--- config.mk ---
export PLATFORM = sky130hd
export DESIGN_NAME = furnace_thermostat_with_door_interlock_unit
export DESIGN_NICKNAME = d
export VERILOG_FILES = /design/src/hdl/ftdi_pkg.sv /design/src/hdl/ftdi_cfg.sv /design/src/hdl/ftdi_core.sv /design/src/hdl/furnace_thermostat_with_door_interlock_unit.sv
export SDC_FILE = /design/constraint.sdc
export NUM_CORES = 1
export LEC_CHECK = 0
export ABC_CLOCK_PERIOD_IN_PS = 5650
export BUFFER_PORTS_ARGS = -buffer_cell sky130_fd_sc_hd__buf_4
export CORE_UTILIZATION = 60
export DETAILED_ROUTE_END_ITERATION = 16
export PLACE_DENSITY = 0.76
export SLEW_MARGIN = 20
export SYNTH_ARGS = -nofsm -noshare
export SYNTH_HDL_FRONTEND = slang
export SYNTH_SLANG_ARGS = --single-unit
--- constraint.sdc ---
create_clock -name i_clk -period 5.65 [get_ports i_clk]
set_input_delay 0.2825 -clock i_clk [delete_from_list [all_inputs] [get_ports i_clk]]
set_output_delay 0.2825 -clock i_clk [all_outputs]
set_load 0.05 [all_outputs]
--- src/hdl/ftdi_pkg.sv ---
// ftdi_pkg: shared types, widths, reset values and the quadrature step decoder
// for the furnace thermostat with door interlock; no dependencies
package ftdi_pkg;

    localparam int DELAY_W    = 12;
    localparam int HYST_W     = 8;
    localparam int STEP_W     = 6;
    localparam int ENC_W      = 2;
    localparam int TEMP_W     = 12;
    localparam int SP_W       = 10;
    localparam int CFG_IDX_W  = 2;
    localparam int CFG_DATA_W = 12;
    localparam int IN_DATA_W  = 16;
    localparam int OUT_DATA_W = 16;

    localparam int TIMER_BITS_DEF = 12;

    localparam logic [SP_W-1:0]    SETPOINT_MAX   = 10'd1023;
    localparam logic [SP_W-1:0]    SETPOINT_RESET = 10'd700;
    localparam logic [DELAY_W-1:0] DELAY_RESET    = 12'd2000;
    localparam logic [HYST_W-1:0]  HYST_RESET     = 8'd20;
    localparam logic [STEP_W-1:0]  STEP_RESET     = 6'd5;

    localparam logic [CFG_IDX_W-1:0] REG_CLOSE_DELAY = 2'd0;
    localparam logic [CFG_IDX_W-1:0] REG_HYSTERESIS  = 2'd1;
    localparam logic [CFG_IDX_W-1:0] REG_ENC_STEP    = 2'd2;

    typedef struct packed {
        logic [DELAY_W-1:0] close_delay;
        logic [HYST_W-1:0]  hysteresis;
        logic [STEP_W-1:0]  enc_step;
    } t_cfg;

    typedef struct packed {
        logic [SP_W-1:0] setpoint;
        logic            waiting;
        logic            safe;
        logic            coil;
    } t_stat;

    typedef enum logic [1:0] {
        DIR_NONE = 2'd0,
        DIR_DOWN = 2'd1,
        DIR_UP   = 2'd2
    } t_dir;

    // index is {previous pins, current pins}
    function automatic t_dir step_dir(input logic [2*ENC_W-1:0] idx);
        t_dir d;
        unique case (idx) inside
            4'd1, 4'd7, 4'd8, 4'd14:  d = DIR_DOWN;
            4'd2, 4'd4, 4'd11, 4'd13: d = DIR_UP;
            default:                  d = DIR_NONE;
        endcase
        return d;
    endfunction

endpackage

--- src/hdl/ftdi_cfg.sv ---
// ftdi_cfg: configuration register file for the thermostat
// depends on ftdi_pkg
module ftdi_cfg (
    input  logic                             i_clk,
    input  logic                             i_rst_n,
    input  logic                             i_cfg_valid,
    output logic                             o_cfg_ready,
    input  logic [ftdi_pkg::CFG_IDX_W-1:0]   i_cfg_index,
    input  logic [ftdi_pkg::CFG_DATA_W-1:0]  i_cfg_data,
    output ftdi_pkg::t_cfg                   o_cfg
);

    ftdi_pkg::t_cfg r_cfg;
    logic           wr;

    assign o_cfg_ready = 1'b1;
    assign wr          = i_cfg_valid & o_cfg_ready;
    assign o_cfg       = r_cfg;

    always_ff @(posedge i_clk) begin
        if (!i_rst_n) begin
            r_cfg.close_delay <= ftdi_pkg::DELAY_RESET;
            r_cfg.hysteresis  <= ftdi_pkg::HYST_RESET;
            r_cfg.enc_step    <= ftdi_pkg::STEP_RESET;
        end else if (wr) begin
            unique case (i_cfg_index)
                ftdi_pkg::REG_CLOSE_DELAY: r_cfg.close_delay <= i_cfg_data;
                ftdi_pkg::REG_HYSTERESIS:
                    r_cfg.hysteresis <= i_cfg_data[ftdi_pkg::HYST_W-1:0];
                ftdi_pkg::REG_ENC_STEP:
                    r_cfg.enc_step <= i_cfg_data[ftdi_pkg::STEP_W-1:0];
                default: ;
            endcase
        end
    end

endmodule

--- src/hdl/ftdi_core.sv ---
// ftdi_core: thermostat state and per-tick update (encoder, door timer, coil)
// depends on ftdi_pkg
module ftdi_core #(
    parameter int TIMER_BITS = ftdi_pkg::TIMER_BITS_DEF
) (
    input  logic                          i_clk,
    input  logic                          i_rst_n,
    input  logic                          i_fire,
    input  logic                          i_door,
    input  logic [ftdi_pkg::ENC_W-1:0]    i_ab,
    input  logic                          i_temp_valid,
    input  logic [ftdi_pkg::TEMP_W-1:0]   i_temp,
    input  ftdi_pkg::t_cfg                i_cfg,
    output ftdi_pkg::t_stat               o_stat
);

    localparam int CMP_W = (TIMER_BITS > ftdi_pkg::DELAY_W) ? TIMER_BITS : ftdi_pkg::DELAY_W;
    localparam int SP_W  = ftdi_pkg::SP_W;

    logic [SP_W-1:0]               r_sp, n_sp;
    logic [ftdi_pkg::ENC_W-1:0]    r_prev_enc;
    logic [ftdi_pkg::TEMP_W-1:0]   r_temp, n_temp;
    logic                          r_prev_door;
    logic [TIMER_BITS-1:0]         r_timer, n_timer;
    logic                          r_safe, n_safe;
    logic                          r_wait, n_wait;
    logic                          r_coil, n_coil;

    ftdi_pkg::t_dir                dir;
    logic [SP_W:0]                 sp_up;
    logic [SP_W+2:0]               hi_lim;

    always_comb begin
        dir   = ftdi_pkg::step_dir({r_prev_enc, i_ab});
        sp_up = {1'b0, r_sp} + (SP_W+1)'(i_cfg.enc_step);
        n_sp  = r_sp;
        case (dir)
            ftdi_pkg::DIR_UP:
                n_sp = (sp_up > (SP_W+1)'(ftdi_pkg::SETPOINT_MAX)) ?
                       ftdi_pkg::SETPOINT_MAX : sp_up[SP_W-1:0];
            ftdi_pkg::DIR_DOWN:
                n_sp = (r_sp < SP_W'(i_cfg.enc_step)) ? '0 : r_sp - SP_W'(i_cfg.enc_step);
            default: ;
        endcase

        n_temp = i_temp_valid ? i_temp : r_temp;

        n_timer = r_timer;
        n_safe  = r_safe;
        n_wait  = r_wait;
        n_coil  = r_coil;
        if (i_door != r_prev_door) begin
            if (!i_door) begin
                n_safe = 1'b0;
                n_coil = 1'b0;
            end else begin
                n_timer = '0;
            end
        end else if (!(&r_timer)) begin
            n_timer = r_timer + TIMER_BITS'(1);
        end

        if (i_door) begin
            if (CMP_W'(n_timer) >= CMP_W'(i_cfg.close_delay)) begin
                n_safe = 1'b1;
                n_wait = 1'b0;
            end else if (!n_safe) begin
                n_wait = 1'b1;
            end
        end else begin
            n_safe = 1'b0;
            n_wait = 1'b0;
        end

        // limits in quarter degrees
        hi_lim = {({1'b0, n_sp} + (SP_W+1)'(i_cfg.hysteresis)), 2'b00};
        if (n_temp <= {n_sp, 2'b00}) begin
            if (n_safe) begin
                n_coil = 1'b1;
            end
        end else if ({1'b0, n_temp} > hi_lim) begin
            n_coil = 1'b0;
        end
    end

    always_ff @(posedge i_clk) begin
        if (!i_rst_n) begin
            r_sp        <= ftdi_pkg::SETPOINT_RESET;
            r_prev_enc  <= '0;
            r_temp      <= '0;
            r_prev_door <= 1'b0;
            r_timer     <= '0;
            r_safe      <= 1'b0;
            r_wait      <= 1'b1;
            r_coil      <= 1'b0;
        end else if (i_fire) begin
            r_sp        <= n_sp;
            r_prev_enc  <= i_ab;
            r_temp      <= n_temp;
            r_prev_door <= i_door;
            r_timer     <= n_timer;
            r_safe      <= n_safe;
            r_wait      <= n_wait;
            r_coil      <= n_coil;
        end
    end

    assign o_stat.setpoint = n_sp;
    assign o_stat.waiting  = n_wait;
    assign o_stat.safe     = n_safe;
    assign o_stat.coil     = n_coil;

    a_coil_needs_safe: assert property (@(posedge i_clk) disable iff (!i_rst_n)
        r_coil |-> r_safe)
        else $error("coil on while door not safe");

    a_safe_wait_excl: assert property (@(posedge i_clk) disable iff (!i_rst_n)
        !(r_safe && r_wait))
        else $error("safe and waiting both set");

    a_open_door_idle: assert property (@(posedge i_clk) disable iff (!i_rst_n)
        (i_fire && !i_door) |=> (!r_safe && !r_coil && !r_wait))
        else $error("open door left heating enabled");

    a_hold_no_fire: assert property (@(posedge i_clk) disable iff (!i_rst_n)
        !i_fire |=> ($stable(r_sp) && $stable(r_timer)))
        else $error("state moved without a transfer");

endmodule

--- src/hdl/furnace_thermostat_with_door_interlock_unit.sv ---
// furnace thermostat with door interlock: top level with input and result registers
// depends on ftdi_pkg, ftdi_cfg, ftdi_core
// the input register and then the result register lie between input transfer and the earliest
//   result transfer; the state update is one pass of logic between the registers
// throughput: 1 item per cycle while i_m_tready does not stall the result register
// reset: synchronous active-low i_rst_n clears both stages, config to defaults,
//   setpoint 700, door seen open, waiting flag set, coil off
module furnace_thermostat_with_door_interlock_unit #(
    parameter int TIMER_BITS = ftdi_pkg::TIMER_BITS_DEF
) (
    input  logic                               i_clk,
    input  logic                               i_rst_n,
    // door_closed[0], encoder_ab[2:1], temp_valid[3], temp_quarter[15:4]
    input  logic                               i_s_tvalid,
    output logic                               o_s_tready,
    input  logic [ftdi_pkg::IN_DATA_W-1:0]     i_s_tdata,
    // coil_on[0], door_safe[1], door_waiting[2], setpoint_deg[12:3], zero[15:13]
    output logic                               o_m_tvalid,
    input  logic                               i_m_tready,
    output logic [ftdi_pkg::OUT_DATA_W-1:0]    o_m_tdata,
    input  logic                               i_cfg_valid,
    output logic                               o_cfg_ready,
    input  logic [ftdi_pkg::CFG_IDX_W-1:0]     i_cfg_index,
    input  logic [ftdi_pkg::CFG_DATA_W-1:0]    i_cfg_data
);

    ftdi_pkg::t_cfg                       cfg;
    ftdi_pkg::t_stat                      stat;
    logic                                 r_in_vld;
    logic [ftdi_pkg::IN_DATA_W-1:0]       r_in_data;
    logic                                 r_out_vld;
    ftdi_pkg::t_stat                      r_out;
    logic                                 fire;
    logic                                 in_xfer;

    assign fire       = r_in_vld & (~r_out_vld | i_m_tready);
    assign o_s_tready = ~r_in_vld | fire;
    assign in_xfer    = i_s_tvalid & o_s_tready;

    always_ff @(posedge i_clk) begin
        if (!i_rst_n) begin
            r_in_vld  <= 1'b0;
            r_out_vld <= 1'b0;
        end else begin
            if (o_s_tready) begin
                r_in_vld <= i_s_tvalid;
            end
            if (fire) begin
                r_out_vld <= 1'b1;
            end else if (i_m_tready) begin
                r_out_vld <= 1'b0;
            end
        end
    end

    always_ff @(posedge i_clk) begin
        if (in_xfer) begin
            r_in_data <= i_s_tdata;
        end
        if (fire) begin
            r_out <= stat;
        end
    end

    ftdi_cfg u_cfg (
        .i_clk       (i_clk),
        .i_rst_n     (i_rst_n),
        .i_cfg_valid (i_cfg_valid),
        .o_cfg_ready (o_cfg_ready),
        .i_cfg_index (i_cfg_index),
        .i_cfg_data  (i_cfg_data),
        .o_cfg       (cfg)
    );

    ftdi_core #(
        .TIMER_BITS (TIMER_BITS)
    ) u_core (
        .i_clk        (i_clk),
        .i_rst_n      (i_rst_n),
        .i_fire       (fire),
        .i_door       (r_in_data[0]),
        .i_ab         (r_in_data[2:1]),
        .i_temp_valid (r_in_data[3]),
        .i_temp       (r_in_data[15:4]),
        .i_cfg        (cfg),
        .o_stat       (stat)
    );

    assign o_m_tvalid = r_out_vld;
    assign o_m_tdata  = {3'b000, r_out.setpoint, r_out.waiting, r_out.safe, r_out.coil};

    a_stall_full: assert property (@(posedge i_clk) disable iff (!i_rst_n)
        !o_s_tready |-> (r_in_vld && r_out_vld))
        else $error("input stalled with a free stage");

    a_fire_fills_out: assert property (@(posedge i_clk) disable iff (!i_rst_n)
        fire |=> r_out_vld)
        else $error("processed item lost");

endmodule
==> results.sh, run 1 <==
export IMPL_final_cells=851
export IMPL_hold_viol_final=0
export IMPL_slew_viol_final=0
export IMPL_first_pass_iters=5
export IMPL_r2r_start="u_cfg.o_cfg[4]"
export IMPL_initial_utilization=0.6152
export IMPL_drt_iter0_drc=229
export IMPL_grt_pass1_vias=4933
export IMPL_ff2ff_setup_slack_ps=370
export IMPL_dieArea_sq_um=10330
export IMPL_via_per_inst=6.071
export IMPL_critPathMaxFanout=10
export IMPL_dpl_worst_slack_ps=264.3
export IMPL_rsz0062_at_grt="false"
export IMPL_yosysMostFrequentCell="nand2_1"
export IMPL_design_area_sq_um=6678
export IMPL_worstSetupStartpoint="u_cfg.o_cfg[4]"
export IMPL_synth_largest_area_cell="dfxtp_1"
export IMPL_worstPathRequired_ps=5780
export IMPL_ant_nets=0
export IMPL_powerDensity_nw_per_um2=270.6
export IMPL_fin_setup_tns_ps=0
export IMPL_worst_slew_pin_slew_ps=976.9
export IMPL_endpoint_kind="flip-flop"
export IMPL_synthArstFlopShare=0
export IMPL_seq_area_frac_synth=0.3746
export IMPL_clock_path_buffers=2
export IMPL_synth_edff_count=29
export IMPL_num_vias=5166
export IMPL_finalSetupViolCount=0
export IMPL_start_kind="flip-flop"
export IMPL_grt_max_degree=55
export IMPL_finalWorstSetupSlack_ps=367.7
export IMPL_p_leak_nw=2.819
export IMPL_critPathArrivalTime_ps=5410
export IMPL_clockRootBuffer="clkbuf_8"
export IMPL_min_path_type="in2reg"
export IMPL_synth_seq_cells=97
export IMPL_slew_headroom=0.3459
export IMPL_synth_cells=674
export IMPL_ys_warnings_count=0
export IMPL_antenna_found_initial=0
export IMPL_synth_top_area_frac=0.2285
export IMPL_syn2layout_area_growth_pct=12.07
export IMPL_status="completed"
export IMPL_ys_flop_type="dfxtp_1"
export IMPL_drc=0
export IMPL_ctsHoldBuffers=0
export IMPL_io_pins=54
export IMPL_synth_area_leaders="dfxtp_1 (23%), edfxtp_1 (15%), ha_1 (12%)"
export IMPL_grt_pass1_wl_um=23980
export IMPL_worstHoldStart="i_s_tdata[12]"
export IMPL_dp_cells=835
export IMPL_path_class="reg2reg"
export IMPL_place_gp_congestion=0.9680
export IMPL_place_area_sq_um=6434
export IMPL_postCtsSetupRepairBufs=0
export IMPL_dieWidth_um=101.7
export IMPL_max_freq_mhz=189.3
export IMPL_cap_violations=0
export IMPL_drive_above_1_share=0.1476
export IMPL_ir_drop_v=0.0002126
export IMPL_die_h_um=101.7
export IMPL_syn_area_sq_um=5958
export IMPL_clkSinkCount=97
export IMPL_post_drt_wl_per_cell_um=17.77
export IMPL_gr_total_overflow=0
export IMPL_rows=36
export IMPL_syn_avg_cell_area_sq_um=8.840
export IMPL_fill_cells=786
export IMPL_cts_inserted_buffers=9
export IMPL_ys_types=72
export IMPL_clk_latency_ps=380
export IMPL_wl_um=15120
export IMPL_final_util=0.6895
export IMPL_synthTopCellsByCount="nand2_1 (88), dfxtp_1 (68), a21oi_1 (62)"
export IMPL_port_buffers=49
export IMPL_core_area_sq_um=9684
export IMPL_finalClockSkew_ps=11.96
export IMPL_ctsHtreeMaxLevel=3
export IMPL_min_period_ps=5282
export IMPL_fin_nets=806
export IMPL_grtUsageTotal=0.3056
export IMPL_antenna_cells=0
export IMPL_path_clk_slew_ps=110
export IMPL_dpl_hpwl_um=11270
export IMPL_period_share=0.9349
export IMPL_cts_tree="built"
stage by stage:
stage	total power, mW	hold WS (ps)
after detailed placement	1.342	445.0
after CTS	1.791	60.86
after global placement	1.326	439.0
after floorplan	1.177	381.4
after global routing	1.898	49.27
final	1.807	71.40
cells in the final DEF, fill, tap and decap left out, types with 9 or more instances in the layout:
cell,synthesis,routed
nor3_1,11,11
ha_1,55,52
mux2_2,9,9
inv_1,44,44
a21o_1,10,10
edfxtp_1,29,29
mux2i_1,19,19
a21oi_1,62,61
a211oi_1,13,13
o21ai_0,28,27
dfxtp_1,68,68
clkbuf_8,0,9
buf_4,4,60
o211ai_1,11,11
nor2_1,45,45
nand2_1,88,88
nand3_1,13,13
timing repair:
item | in CTS | in global routing
resized for setup | 0 | 12
setup endpoints to repair | 0 | 2
hold endpoints to repair | 0 | 0
state kept, by name (all words and copies together), names as in the netlist:
name	cells
u_core.r_safe	1
u_cfg.o_cfg	26
u_core.r_sp	10
u_core.r_prev_door	1
u_core.r_prev_enc	2
o_m_tvalid	1
u_core.r_coil	1
o_m_tdata	13
u_core.r_wait	1
u_core.r_timer	12
r_in_vld	1
r_in_data	16
u_core.r_temp	12
layer usage:
metal,GRT usage,vias up,wire length [um]
met5,0,-,0
met4,0.1360,0,530
met3,0.04762,29,726
met2,0.5192,148,7110
met1,0.3832,2491,6757
li1,-,2498,-
kinds of logic (layout without fill, tap and decap cells):
group / Yosys count / in the layout / share of synthesized area
compound gates: 182 / 182 / 0.2079
xor+xnor: 15 / 15 / 0.02205
fa+ha+maj: 59 / 59 / 0.1273
buf+inv: 81 / 123 / 0.05544
flops: 97 / 97 / 0.3746
mux: 28 / 28 / 0.04893
other cells: 2 / 4 / 0.001260
simple gates: 210 / 210 / 0.1625
final cells by class:
| class | instances | area [sq um] | share of cell area |
|---|---|---|---|
| Timing Repair Buffer | 60 | 450.4 | 0.06745 |
| Sequential cell | 97 | 2232 | 0.3343 |
| Clock inverter | 7 | 72.57 | 0.01087 |
| Tap cell | 133 | 166.4 | 0.02492 |
| Clock buffer | 9 | 123.9 | 0.01855 |
| Inverter | 47 | 176.4 | 0.02642 |
| Multi-Input combinational cell | 498 | 3456 | 0.5175 |
path summary, 6_finish.rpt:
| check | to | cells after the start |
|---|---|---|
| worst max-delay path | o_m_tdata[0] | 23 |
| worst min-delay path | r_in_data[12] | 1 |
| worst max register to register | o_m_tdata[0] | 23 |
| worst min register to register | u_core.r_temp[4] | 2 |
report_power, final:
part	internal (mW)	switching [mW]
Sequential	0.755	0.0281
Combinational	0.225	0.343
Clock	0.174	0.282
Total	1.15	0.653
worst max-delay path, cell delays in order (launching register included):
cell,delay (ps)
dfxtp_1,380
inv_1,60
ha_2,360
a21o_1,210
a211o_1,350
o31a_1,370
a221o_1,310
a21oi_1,220
a21o_1,140
inv_1,50
ha_1,310
a21oi_1,210
nand2b_1,160
a21oi_1,80
o311a_1,300
o21ai_1,150
xnor2_1,140
ha_1,220
a2111oi_2,60
o21ai_0,80
nor2_1,50
or4_1,560
a31oi_4,190
nor2_1,70
No activity file was read; power rests on OpenSTA's default activity.
==> inputs of run 2 (changes only) <==
--- a/config.mk
+++ b/config.mk
@@ -13,4 +13,5 @@
 export SLEW_MARGIN = 20
 export SYNTH_ARGS = -nofsm -noshare
 export SYNTH_HDL_FRONTEND = slang
+export SYNTH_HIERARCHICAL = 1
 export SYNTH_SLANG_ARGS = --single-unit
==> run 2 against run 1 <==
Net effect:
- core utilization up 0.82 points
- flip-flop and latch count unchanged
- clock-buffer cell count stayed put
- final cell count rose by 0.24%
- clock power decreased by 2%
- via count shrank 2.2%
- sequential power increased by 0.8%
- area after synthesis grew 3.8%
- design area is 3.1% higher
- die area is 3.7% higher
- combinational power rose by 2%
- maximum frequency decreased by 2.3%
- largest power group unchanged
==> results.sh, run 2 <==
export IMPL_ys_warnings_count=6
export IMPL_drc=0
export IMPL_core_area_sq_um=9864
export IMPL_endpoint_kind="flip-flop"
export IMPL_io_pins=54
export IMPL_max_freq_mhz=185.0
export IMPL_ant_nets=0
export IMPL_syn2layout_area_growth_pct=11.27
export IMPL_ctsHoldBuffers=0
export IMPL_grt_pass1_vias=4928
export IMPL_grt_max_degree=60
export IMPL_rows=36
export IMPL_drive_above_1_share=0.1569
export IMPL_ctsHtreeMaxLevel=3
export IMPL_dieArea_sq_um=10720
export IMPL_synthTopCellsByCount="dfxtp_1 (68), nand2_1 (60), nor2_1 (56)"
export IMPL_worstPathRequired_ps=5750
export IMPL_dieWidth_um=103.5
export IMPL_clockRootBuffer="clkbuf_8"
export IMPL_antenna_found_initial=0
export IMPL_cts_inserted_buffers=9
export IMPL_final_util=0.6977
export IMPL_antenna_cells=0
export IMPL_via_per_inst=5.923
export IMPL_ys_flop_type="dfxtp_1"
export IMPL_ys_types=76
export IMPL_synth_largest_area_cell="dfxtp_1"
export IMPL_worst_slew_pin_slew_ps=994.6
export IMPL_wl_um=13980
export IMPL_place_gp_congestion=0.9101
export IMPL_slew_viol_final=0
export IMPL_grtUsageTotal=0.2637
export IMPL_p_leak_nw=2.919
export IMPL_cts_tree="built"
export IMPL_seq_area_frac_synth=0.3608
export IMPL_clk_latency_ps=360
export IMPL_synth_cells=682
export IMPL_start_kind="flip-flop"
export IMPL_finalWorstSetupSlack_ps=245.1
export IMPL_synth_top_area_frac=0.2201
export IMPL_ir_drop_v=0.0001870
export IMPL_initial_utilization=0.6271
export IMPL_drt_iter0_drc=227
export IMPL_power_total_mw=1.818
export IMPL_grt_pass1_wl_um=23050
export IMPL_powerDensity_nw_per_um2=264.2
export IMPL_num_vias=5052
export IMPL_dpl_worst_slack_ps=0.2713
export IMPL_synth_edff_count=29
export IMPL_period_share=0.9566
export IMPL_status="completed"
export IMPL_largest_register_ffs=26
export IMPL_min_period_ps=5405
export IMPL_hold_viol_final=0
export IMPL_first_pass_iters=5
export IMPL_die_h_um=103.5
export IMPL_syn_area_sq_um=6186
export IMPL_cap_violations=0
export IMPL_port_buffers=49
export IMPL_gr_total_overflow=0
export IMPL_synth_seq_cells=97
export IMPL_yosysMostFrequentCell="dfxtp_1"
export IMPL_min_path_type="in2reg"
export IMPL_fin_nets=809
export IMPL_syn_avg_cell_area_sq_um=9.070
export IMPL_path_clk_slew_ps=100
export IMPL_finalClockSkew_ps=13.15
export IMPL_final_cell_mix="dfxtp_1 (68), buf_4 (60), nand2_1 (60), nor2_1 (56), ha_1 (54)"
export IMPL_finalSetupViolCount=0
export IMPL_synth_area_leaders="dfxtp_1 (22%), edfxtp_1 (14%), ha_1 (11%)"
export IMPL_synthArstFlopShare=0
export IMPL_path_class="reg2reg"
export IMPL_post_drt_wl_per_cell_um=16.39
export IMPL_clock_path_buffers=2
export IMPL_layout_commonest_cell="dfxtp_1"
export IMPL_rsz0062_at_grt="true"
export IMPL_critPathMaxFanout=4
export IMPL_clkSinkCount=97
export IMPL_dpl_hpwl_um=10390
export IMPL_slew_headroom=0.3369
export IMPL_critPathArrivalTime_ps=5510
==> run 2: stage by stage <==
step	hold slack [ps]	TNS (ps)	instance area (sq um)	instances
4_1_cts	77.53	0	6782	850
5_1_grt	70.86	-6.125	6883	853
3_5_place_dp	453.3	0	6581	835
2_1_floorplan	381.4	0	6193	684
6_report	91.69	0	6883	853
3_3_place_gp	442.6	0	6581	835
==> run 2: cell type report <==
type	instances	area (sq um)
inverters	56	215.2
repair buffers	60	450.4
clock buffers	9	123.9
well taps	133	166.4
clock inverters	6	66.31
multi-input cells	492	3628
fillers	783	2982
flip-flops and latches	97	2232
==> run 2: power by group <==
group	internal, mW	switching [mW]	total, mW
combinational	0.241	0.342	0.582
sequential	0.759	0.0301	0.789
clock	0.204	0.243	0.447
==> run 2: path summary, 6_finish.rpt <==
path               startpoint          endpoint  slack (ps)  depth (start not counted)
min             i_s_tdata[10]     r_in_data[10]          90                          1
max reg2reg    u_core/r_sp[0]      o_m_tdata[0]         250                         23
min reg2reg  u_core/r_temp[0]  u_core/r_temp[0]         470                          2
max            u_core/r_sp[0]      o_m_tdata[0]         250                         23
==> run 2: cells by family (layout without fill, tap and decap cells) <==
family,after synthesis,count (layout),synth area share
XOR/XNOR,9,9,0.01274
adder cells (fa/ha/maj),58,58,0.1210
AND/OR/NAND/NOR,214,214,0.1790
other,2,4,0.001214
AO/OA/AOI/OAI,165,165,0.1859
flip-flops,97,97,0.3608
buffers and inverters,95,131,0.06938
multiplexers,42,42,0.06998
==> run 2: layer usage <==
metal  part of all wire  GRT usage
met1               0.44     0.3141
met2               0.50     0.4751
met4              0.027     0.1170
met5                  0          0
met3              0.038    0.03147
==> run 2: worst max-delay path: stages, from the launching register on <==
cell       delay, ps
dfxtp_1          340
inv_1             70
ha_1             160
inv_1             60
fa_2             350
a21o_1           210
a221o_1          360
o31a_1           360
a221o_1          330
a21oi_2          150
a21oi_2           70
ha_1             350
nor2b_1          160
o21a_1           220
o31ai_4          310
a21oi_2          110
or2_2            320
ha_4             280
nand4_1          110
a221oi_2         200
a2111oi_1         90
a211o_1          310
a31oi_4          160
nor2_1            70
==> run 2: what timing repair did <==
item / 4_1_cts / 5_1_grt
buffers inserted: 0 / 3
pin swaps: 0 / 5
gates resized for setup: 2 / 16
endpoints found under the setup margin: 1 / 2
